===== src/rtl/core/mlcd_pkg.sv =====
package mlcd_pkg;

    localparam int COLUMNS   = 84;
    localparam int ROWS      = 6;
    localparam int RAM_DEPTH = COLUMNS * ROWS;

    localparam int COL_W  = $clog2(COLUMNS);
    localparam int ROW_W  = (ROWS > 1) ? $clog2(ROWS) : 1;
    localparam int ADDR_W = 9;

    localparam int IN_DATA_W  = 24;
    localparam int IN_USER_W  = 2;
    localparam int OUT_DATA_W = 48;

    // Input tuser bits
    localparam int U_ACTION  = 0;
    localparam int U_IS_DATA = 1;

    // Display mode codes {D, E}
    localparam logic [1:0] MODE_BLANK   = 2'd0;
    localparam logic [1:0] MODE_ALL_ON  = 2'd1;
    localparam logic [1:0] MODE_NORMAL  = 2'd2;
    localparam logic [1:0] MODE_INVERSE = 2'd3;

    // Command opcodes and masks
    localparam logic [7:0] CMD_NOP       = 8'h00;
    localparam logic [7:0] CMD_FUNC_SET  = 8'h20;
    localparam logic [7:0] CMD_FUNC_MASK = 8'hF8;
    localparam logic [7:0] CMD_DISP_CTL  = 8'h08;
    localparam logic [7:0] CMD_DISP_MASK = 8'hFA;
    localparam logic [7:0] CMD_SET_Y     = 8'h40;
    localparam logic [7:0] CMD_Y_MASK    = 8'hF8;
    localparam logic [7:0] CMD_TEMP      = 8'h04;
    localparam logic [7:0] CMD_TEMP_MASK = 8'hFC;
    localparam logic [7:0] CMD_BIAS      = 8'h10;
    localparam logic [7:0] CMD_BIAS_MASK = 8'hF8;

    // Output tdata bit positions
    localparam int O_WRITTEN = 0;
    localparam int O_ADDR    = 1;
    localparam int O_WDATA   = 10;
    localparam int O_RDATA   = 18;
    localparam int O_ERR     = 26;
    localparam int O_PD      = 27;
    localparam int O_MODE    = 28;
    localparam int O_VOP     = 30;
    localparam int O_BIAS    = 37;
    localparam int O_TC      = 40;
    localparam int O_VERT    = 42;
    localparam int O_EXT     = 43;

    typedef struct packed {
        logic              written;
        logic [ADDR_W-1:0] waddr;
        logic [7:0]        wdata;
        logic              err;
        logic              pd;
        logic [1:0]        mode;
        logic [6:0]        vop;
        logic [2:0]        bias;
        logic [1:0]        tc;
        logic              vert;
        logic              ext;
    } mlcd_res_t;

endpackage


===== src/rtl/core/mono_lcd_controller_command_ram_top.sv =====
// Receive side of an 84x48 monochrome LCD controller. Each transaction is a
// host byte (tuser[1] = D/C) or a scan-out fetch (tuser[0] = 1). Data bytes
// go to the 504-byte display RAM at the X/Y pointer, which then advances;
// command bytes update the control registers. One transaction per clock is
// accepted while the output side is not stalled. A result passes two register
// stages before it is presented on m_tvalid: the first register stage holds the
// synchronous display RAM read, the second is the output register. Every
// transaction returns exactly one result carrying the status after it.
module mono_lcd_controller_command_ram_top
(
    input  logic                             clk,
    input  logic                             rst_n,
    input  logic                             s_tvalid,
    output logic                             s_tready,
    // [7:0] byte_value, [16:8] fetch_addr, [23:17] zero
    input  logic [mlcd_pkg::IN_DATA_W-1:0]   s_tdata,
    // [0] action, [1] is_data
    input  logic [mlcd_pkg::IN_USER_W-1:0]   s_tuser,
    output logic                             m_tvalid,
    input  logic                             m_tready,
    // [0] ram_written, [9:1] ram_addr, [17:10] ram_data, [25:18] read_data,
    // [26] command_error, [27] powered_down, [29:28] display_mode,
    // [36:30] contrast_voltage, [39:37] bias_level, [41:40] temp_coeff,
    // [42] addressing_vertical, [43] extended_set, [47:44] zero
    output logic [mlcd_pkg::OUT_DATA_W-1:0]  m_tdata
);
    import mlcd_pkg::*;

    localparam logic [7:0]        COLUMNS_B = 8'(COLUMNS);
    localparam logic [3:0]        ROWS_B    = 4'(ROWS);
    localparam logic [COL_W-1:0]  COL_LAST  = COL_W'(COLUMNS - 1);
    localparam logic [ROW_W-1:0]  ROW_LAST  = ROW_W'(ROWS - 1);

    logic [7:0] display_ram [RAM_DEPTH];
    logic [7:0] ram_q_reg;

    logic [COL_W-1:0] col_reg, col_next;
    logic [ROW_W-1:0] row_reg, row_next;
    logic             pd_reg, pd_next;
    logic             vert_reg, vert_next;
    logic             ext_reg, ext_next;
    logic [1:0]       mode_reg, mode_next;
    logic [6:0]       vop_reg, vop_next;
    logic [2:0]       bias_reg, bias_next;
    logic [1:0]       tc_reg, tc_next;

    logic             s1_valid_reg;
    mlcd_res_t        s1_res_reg, s1_res_next;
    logic             s1_fetch_reg;
    logic [1:0]       s1_mode_reg;

    logic                  out_valid_reg;
    logic [OUT_DATA_W-1:0] out_data_reg;

    logic              accept;
    logic              s1_move;
    logic              action;
    logic              is_data;
    logic [7:0]        byte_value;
    logic [ADDR_W-1:0] fetch_addr;
    logic [ADDR_W-1:0] wr_addr;
    logic              fetch_ok;
    logic              cmd_err;
    logic [7:0]        rdata;

    assign action     = s_tuser[U_ACTION];
    assign is_data    = s_tuser[U_IS_DATA];
    assign byte_value = s_tdata[7:0];
    assign fetch_addr = s_tdata[8 +: ADDR_W];

    assign s1_move  = s1_valid_reg && (!out_valid_reg || m_tready);
    assign s_tready = !s1_valid_reg || s1_move;
    assign accept   = s_tvalid && s_tready;

    assign wr_addr  = ADDR_W'(row_reg) * ADDR_W'(COLUMNS) + ADDR_W'(col_reg);
    assign fetch_ok = action && !pd_reg && (fetch_addr < ADDR_W'(RAM_DEPTH));

    always_comb
    begin
        col_next  = col_reg;
        row_next  = row_reg;
        pd_next   = pd_reg;
        vert_next = vert_reg;
        ext_next  = ext_reg;
        mode_next = mode_reg;
        vop_next  = vop_reg;
        bias_next = bias_reg;
        tc_next   = tc_reg;
        cmd_err   = 1'b0;
        if (!action && is_data)
        begin
            if (vert_reg)
            begin
                if (row_reg == ROW_LAST)
                begin
                    row_next = '0;
                    col_next = (col_reg == COL_LAST) ? '0 : col_reg + 1'b1;
                end
                else
                begin
                    row_next = row_reg + 1'b1;
                end
            end
            else
            begin
                if (col_reg == COL_LAST)
                begin
                    col_next = '0;
                    row_next = (row_reg == ROW_LAST) ? '0 : row_reg + 1'b1;
                end
                else
                begin
                    col_next = col_reg + 1'b1;
                end
            end
        end
        else if (!action)
        begin
            priority if (byte_value == CMD_NOP)
            begin
                cmd_err = 1'b0;
            end
            else if ((byte_value & CMD_FUNC_MASK) == CMD_FUNC_SET)
            begin
                pd_next   = byte_value[2];
                vert_next = byte_value[1];
                ext_next  = byte_value[0];
            end
            else if (ext_reg)
            begin
                priority if (byte_value[7])
                    vop_next = byte_value[6:0];
                else if ((byte_value & CMD_TEMP_MASK) == CMD_TEMP)
                    tc_next = byte_value[1:0];
                else if ((byte_value & CMD_BIAS_MASK) == CMD_BIAS)
                    bias_next = byte_value[2:0];
                else
                    cmd_err = 1'b1;
            end
            else if (byte_value[7])
            begin
                if ({1'b0, byte_value[6:0]} >= COLUMNS_B)
                    cmd_err = 1'b1;
                else
                    col_next = COL_W'(byte_value[6:0]);
            end
            else if ((byte_value & CMD_Y_MASK) == CMD_SET_Y)
            begin
                if ({1'b0, byte_value[2:0]} >= ROWS_B)
                    cmd_err = 1'b1;
                else
                    row_next = ROW_W'(byte_value[2:0]);
            end
            else if ((byte_value & CMD_DISP_MASK) == CMD_DISP_CTL)
            begin
                mode_next = {byte_value[2], byte_value[0]};
            end
            else
            begin
                cmd_err = 1'b1;
            end
        end
    end

    always_comb
    begin
        s1_res_next.written = !action && is_data;
        s1_res_next.waddr   = (!action && is_data) ? wr_addr : '0;
        s1_res_next.wdata   = (!action && is_data) ? byte_value : '0;
        s1_res_next.err     = cmd_err;
        s1_res_next.pd      = pd_next;
        s1_res_next.mode    = mode_next;
        s1_res_next.vop     = vop_next;
        s1_res_next.bias    = bias_next;
        s1_res_next.tc      = tc_next;
        s1_res_next.vert    = vert_next;
        s1_res_next.ext     = ext_next;
    end

    always_ff @(posedge clk)
    begin
        if (accept && !action && is_data)
        begin
            display_ram[wr_addr] <= byte_value;
        end
        if (accept && fetch_ok)
        begin
            ram_q_reg <= display_ram[fetch_addr];
        end
    end

    always_ff @(posedge clk or negedge rst_n)
    begin
        if (!rst_n)
        begin
            col_reg  <= '0;
            row_reg  <= '0;
            pd_reg   <= 1'b1;
            vert_reg <= 1'b0;
            ext_reg  <= 1'b0;
            mode_reg <= MODE_BLANK;
            vop_reg  <= '0;
            bias_reg <= '0;
            tc_reg   <= '0;
        end
        else if (accept)
        begin
            col_reg  <= col_next;
            row_reg  <= row_next;
            pd_reg   <= pd_next;
            vert_reg <= vert_next;
            ext_reg  <= ext_next;
            mode_reg <= mode_next;
            vop_reg  <= vop_next;
            bias_reg <= bias_next;
            tc_reg   <= tc_next;
        end
    end

    always_ff @(posedge clk or negedge rst_n)
    begin
        if (!rst_n)
        begin
            s1_valid_reg  <= 1'b0;
            out_valid_reg <= 1'b0;
        end
        else
        begin
            if (accept)
                s1_valid_reg <= 1'b1;
            else if (s1_move)
                s1_valid_reg <= 1'b0;
            if (s1_move)
                out_valid_reg <= 1'b1;
            else if (m_tready)
                out_valid_reg <= 1'b0;
        end
    end

    always_ff @(posedge clk)
    begin
        if (accept)
        begin
            s1_res_reg   <= s1_res_next;
            s1_fetch_reg <= fetch_ok;
            s1_mode_reg  <= mode_reg;
        end
    end

    always_comb
    begin
        rdata = '0;
        if (s1_fetch_reg)
        begin
            unique case (s1_mode_reg)
                MODE_BLANK:   rdata = 8'h00;
                MODE_ALL_ON:  rdata = 8'hFF;
                MODE_NORMAL:  rdata = ram_q_reg;
                MODE_INVERSE: rdata = ~ram_q_reg;
                default:      rdata = 8'h00;
            endcase
        end
    end

    always_ff @(posedge clk)
    begin
        if (s1_move)
        begin
            out_data_reg <= {4'b0000,
                             s1_res_reg.ext, s1_res_reg.vert, s1_res_reg.tc,
                             s1_res_reg.bias, s1_res_reg.vop, s1_res_reg.mode,
                             s1_res_reg.pd, s1_res_reg.err, rdata,
                             s1_res_reg.wdata, s1_res_reg.waddr,
                             s1_res_reg.written};
        end
    end

    assign m_tvalid = out_valid_reg;
    assign m_tdata  = out_data_reg;

endmodule


===== config.mk =====
export PLATFORM = sky130hd
export DESIGN_NAME = mono_lcd_controller_command_ram_top
export DESIGN_NICKNAME = d
export VERILOG_FILES = /design/src/rtl/core/mlcd_pkg.sv /design/src/rtl/core/mono_lcd_controller_command_ram_top.sv
export SDC_FILE = /design/constraint.sdc
export NUM_CORES = 2
export LEC_CHECK = 0
export ABC_AREA = 1
export BUFFER_PORTS_ARGS = -buffer_cell sky130_fd_sc_hd__clkbuf_2
export CAP_MARGIN = 25
export CORE_MARGIN = 4
export CORE_UTILIZATION = 55
export DETAILED_ROUTE_END_ITERATION = 8
export GPL_ROUTABILITY_DRIVEN = 0
export PLACE_DENSITY_LB_ADDON = 0.1
export RECOVER_POWER = 50
export SYNTH_ARGS = -nofsm -noshare
export SYNTH_HDL_FRONTEND = slang
export SYNTH_SLANG_ARGS = --single-unit
export TNS_END_PERCENT = 20

===== constraint.sdc =====
create_clock -name clk -period 5.9 [get_ports clk]
set_clock_uncertainty 0.15 [all_clocks]
set_input_delay 1.18 -clock clk [delete_from_list [all_inputs] [get_ports clk]]
set_output_delay 1.18 -clock clk [all_outputs]
set_load 0.01 [all_outputs]

==> impl_metrics.env <==
export IMPL_outcome="finished with violations"
export IMPL_failed_checks="capacitance limit, slew limit"
export IMPL_seq_area_frac_synth_pct=73.8
export IMPL_drt_total_wl_mm=467
export IMPL_cts_root_buffer_cell="clkbuf_16"
export IMPL_starting_utilization_of_the_core_area_pct=55.2
export IMPL_cts_tree="done"
export IMPL_worstPathCellList="buf_8 -> clkbuf_1 -> clkbuf_1"
export IMPL_sequentialPowerShare_pct=49.3
export IMPL_total_negative_slack_ns=0
export IMPL_power_internal_mw=49.2
export IMPL_critPathCaptureType="register"
export IMPL_met1_length_mm=188
export IMPL_post_route_cells_drive_above_1_share_pct=6.72
export IMPL_cts_setup_buffers=0
export IMPL_hold_depth=0
export IMPL_report_final_hold_viol_count=0
export IMPL_timing_final_max_slew_violations=3065
export IMPL_cts_clk_slew_worst_paths_ns=0.06
export IMPL_die_width_um=562
export IMPL_final_core_util_pct=61.1
export IMPL_die_area_mm2=0.316
export IMPL_worst_hold_path_type="register to register"
export IMPL_fmax_ghz=0.187
export IMPL_synth_area_per_cell_um2=11.7
export IMPL_final_setup_viols=0
export IMPL_pwr_density_cell_mw_per_mm2=358
export IMPL_crit_cells=3
export IMPL_timing_critical_path_from_type="input port"
export IMPL_antenna_found_initial=19
export IMPL_arrival_ns=5.66
export IMPL_critical_path_most_common_cell="clkbuf_1"
export IMPL_grt_pass1_wl_mm=687
export IMPL_final_net_count=14256
export IMPL_grt_max_degree=169
export IMPL_detail_route_wl_per_cell_um=25.0
export IMPL_n_fill_cell=24025
export IMPL_critical_path_buf_inv_count=3
export IMPL_hpwl_after_detailed_placement_mm=265
export IMPL_clock_power_share_pct=38.8
export IMPL_mostFrequentLayoutCells="4404 x nand2_1, 4123 x edfxtp_1, 3385 x nand3_1"
export IMPL_peakVddDrop_mv=0.824
export IMPL_crit_path_max_fanout=61
export IMPL_top_signal_layer_used="met5"
export IMPL_place_area_mm2=0.174
export IMPL_netlist_area_pre_place_mm2=0.169
export IMPL_area_growth_syn_to_layout_pct=10.6
export IMPL_post_route_drc_count=0
export IMPL_core_area_mm2=0.306
export IMPL_worst_skew_pair_latency_ns=0.95
export IMPL_route_detailed_vias_per_inst=5.94
export IMPL_final_min_period_over_clock_period_pct=90.8
export IMPL_final_common_cell="nand2_1"
export IMPL_slew_headroom_pct=-199
export IMPL_dp_slack_ns=1.05
export IMPL_total_gr_overflow=0
export IMPL_std_cell_rows=203
export IMPL_cts_buffers_inserted=420
export IMPL_final_area_mm2=0.187
export IMPL_gr_usage_all_layers_pct=29.0
export IMPL_post_cts_resized_instances=0
export IMPL_detailedRoute_firstPassIterationCount=6
export IMPL_timing_reg2reg_worst_path_depth=12
export IMPL_rsz_0062_raised_after_global_routing="no"
export IMPL_sw_frac_of_total_pct=26.3
export IMPL_wl_met2_mm=217
export IMPL_drt_iter0_markers=13757
export IMPL_die_height_um=562
export IMPL_worst_tran_pin_value_ns=4.49
export IMPL_post_route_worst_setup_slack_ns=0.542
export IMPL_clock_path_buffers=4
export IMPL_io_buffers=68
export IMPL_hold_buffers=0
export IMPL_cpLargestDelayFamily="buffers and inverters"
export IMPL_syn_inst=14415
export IMPL_share_comb_of_total_power_pct=11.8
export IMPL_cts_htree_levels=5
export IMPL_power_switching_mw=17.6
export IMPL_cap_violations=41
export IMPL_min_period_ns=5.36
export IMPL_largest_reg_flops=4032
export IMPL_vias_post_dr=110951
export IMPL_yosys_warnings=0
export IMPL_worst_path_largest_cell_delay_ns=2.37
export IMPL_yosysUniqueCellTypes=44
export IMPL_total_leakage_power_nw=65.5
export IMPL_crit_path_top_delay_cell="clkbuf_1"
export IMPL_detail_route_antenna_nets=0
export IMPL_design_portCount=80
export IMPL_vias_in_the_first_global_route=105486
export IMPL_cp_data_required_time_ns=6.20
export IMPL_routed_wl_met3_mm=41.7
export IMPL_cts_num_sinks=4152
export IMPL_synth_ff_latch_count=4152
export IMPL_worstSetupPathType="input port to register"
synth_stat cells, drive strengths merged:
cell / n / area share (%)
a211oi: 1 / 0.0044
a21o: 1 / 0.0044
a21oi: 93 / 0.28
a22oi: 1 / 0.0044
a311oi: 1 / 0.0052
a31oi: 1 / 0.0037
and2: 1 / 0.0037
and3: 1 / 0.0037
buf: 546 / 1.5
clkbuf: 420 / 0.93
clkinv: 6 / 0.013
conb: 1 / 0.0022
dfrtp: 28 / 0.41
dfstp: 1 / 0.016
edfxtp: 4123 / 73
fa: 1 / 0.012
ha: 14 / 0.10
inv: 204 / 0.45
nand2: 4436 / 9.9
nand3: 3401 / 10
nand4: 2 / 0.0074
nor2: 839 / 1.9
nor3: 14 / 0.077
nor4: 1 / 0.0037
o211ai: 47 / 0.21
o21ai: 198 / 0.59
o22ai: 17 / 0.063
o31ai: 2 / 0.017
or2: 3 / 0.011
xnor2: 5 / 0.035
xor2: 6 / 0.036
final timing paths:
| check | slack [ns] | end | start |
|---|---|---|---|
| max | 0.54 | display_ram[129][4] | s_tdata[4] |
| min | 0.26 | m_tdata[27] | s1_res_reg[16] |
| max reg2reg | 1.14 | display_ram[465][3] | row_reg[2] |
| min reg2reg | 0.26 | m_tdata[27] | s1_res_reg[16] |
| max in group asynchronous | 4.08 | m_tvalid | rst_n |
| min in group asynchronous | 0.52 | mode_reg[1] | rst_n |
per-layer routing:
metal  global-route usage, %  up-vias
met5                       0        -
met1                    41.1    54418
met3                    4.52      958
met2                    45.4     5263
li1                        -    50310
met4                    12.1        2
stage by stage:
stage	hold slack, ns	power, mW	cells
2_1_floorplan	0.250	37.6	14418
3_3_place_gp	0.256	41.2	17887
3_5_place_dp	0.255	41.4	17887
4_1_cts	0.114	67.0	18657
5_1_grt	0.274	68.8	18663
6_report	0.265	66.8	18672
final cells by class:
class / count / area (µm²) / share of cell area, %
diodes: 13 / 32.5 / 0.0174
clock buffers: 521 / 11000 / 5.91
clock inverters: 249 / 2340 / 1.25
inverters: 210 / 825 / 0.442
multi-input cells: 9090 / 39700 / 21.2
flip-flops and latches: 4152 / 125000 / 66.7
well taps: 4100 / 5130 / 2.75
repair buffers: 337 / 3170 / 1.70
cell families after synthesis:
family                   after synthesis  synth area share [%]
flip-flops                          4152                  73.8
AO/OA/AOI/OAI                        362                  1.18
other                                  1               0.00222
XOR/XNOR                              11                0.0704
AND/OR/NAND/NOR                     8698                  22.0
adder cells (fa/ha/maj)               15                 0.116
buffers and inverters               1176                  2.90
power groups by stage:
stage                     Clock (mW)  Combinational (mW)  Sequential, mW
after CTS                       26.3                7.87            32.9
after global placement             0                7.74            33.5
final                           26.0                7.91            32.9
after floorplan                    0                4.12            33.5
after global routing            27.5                8.30            33.0
after detailed placement           0                7.86            33.5
No activity file was read; power rests on OpenSTA's default activity.
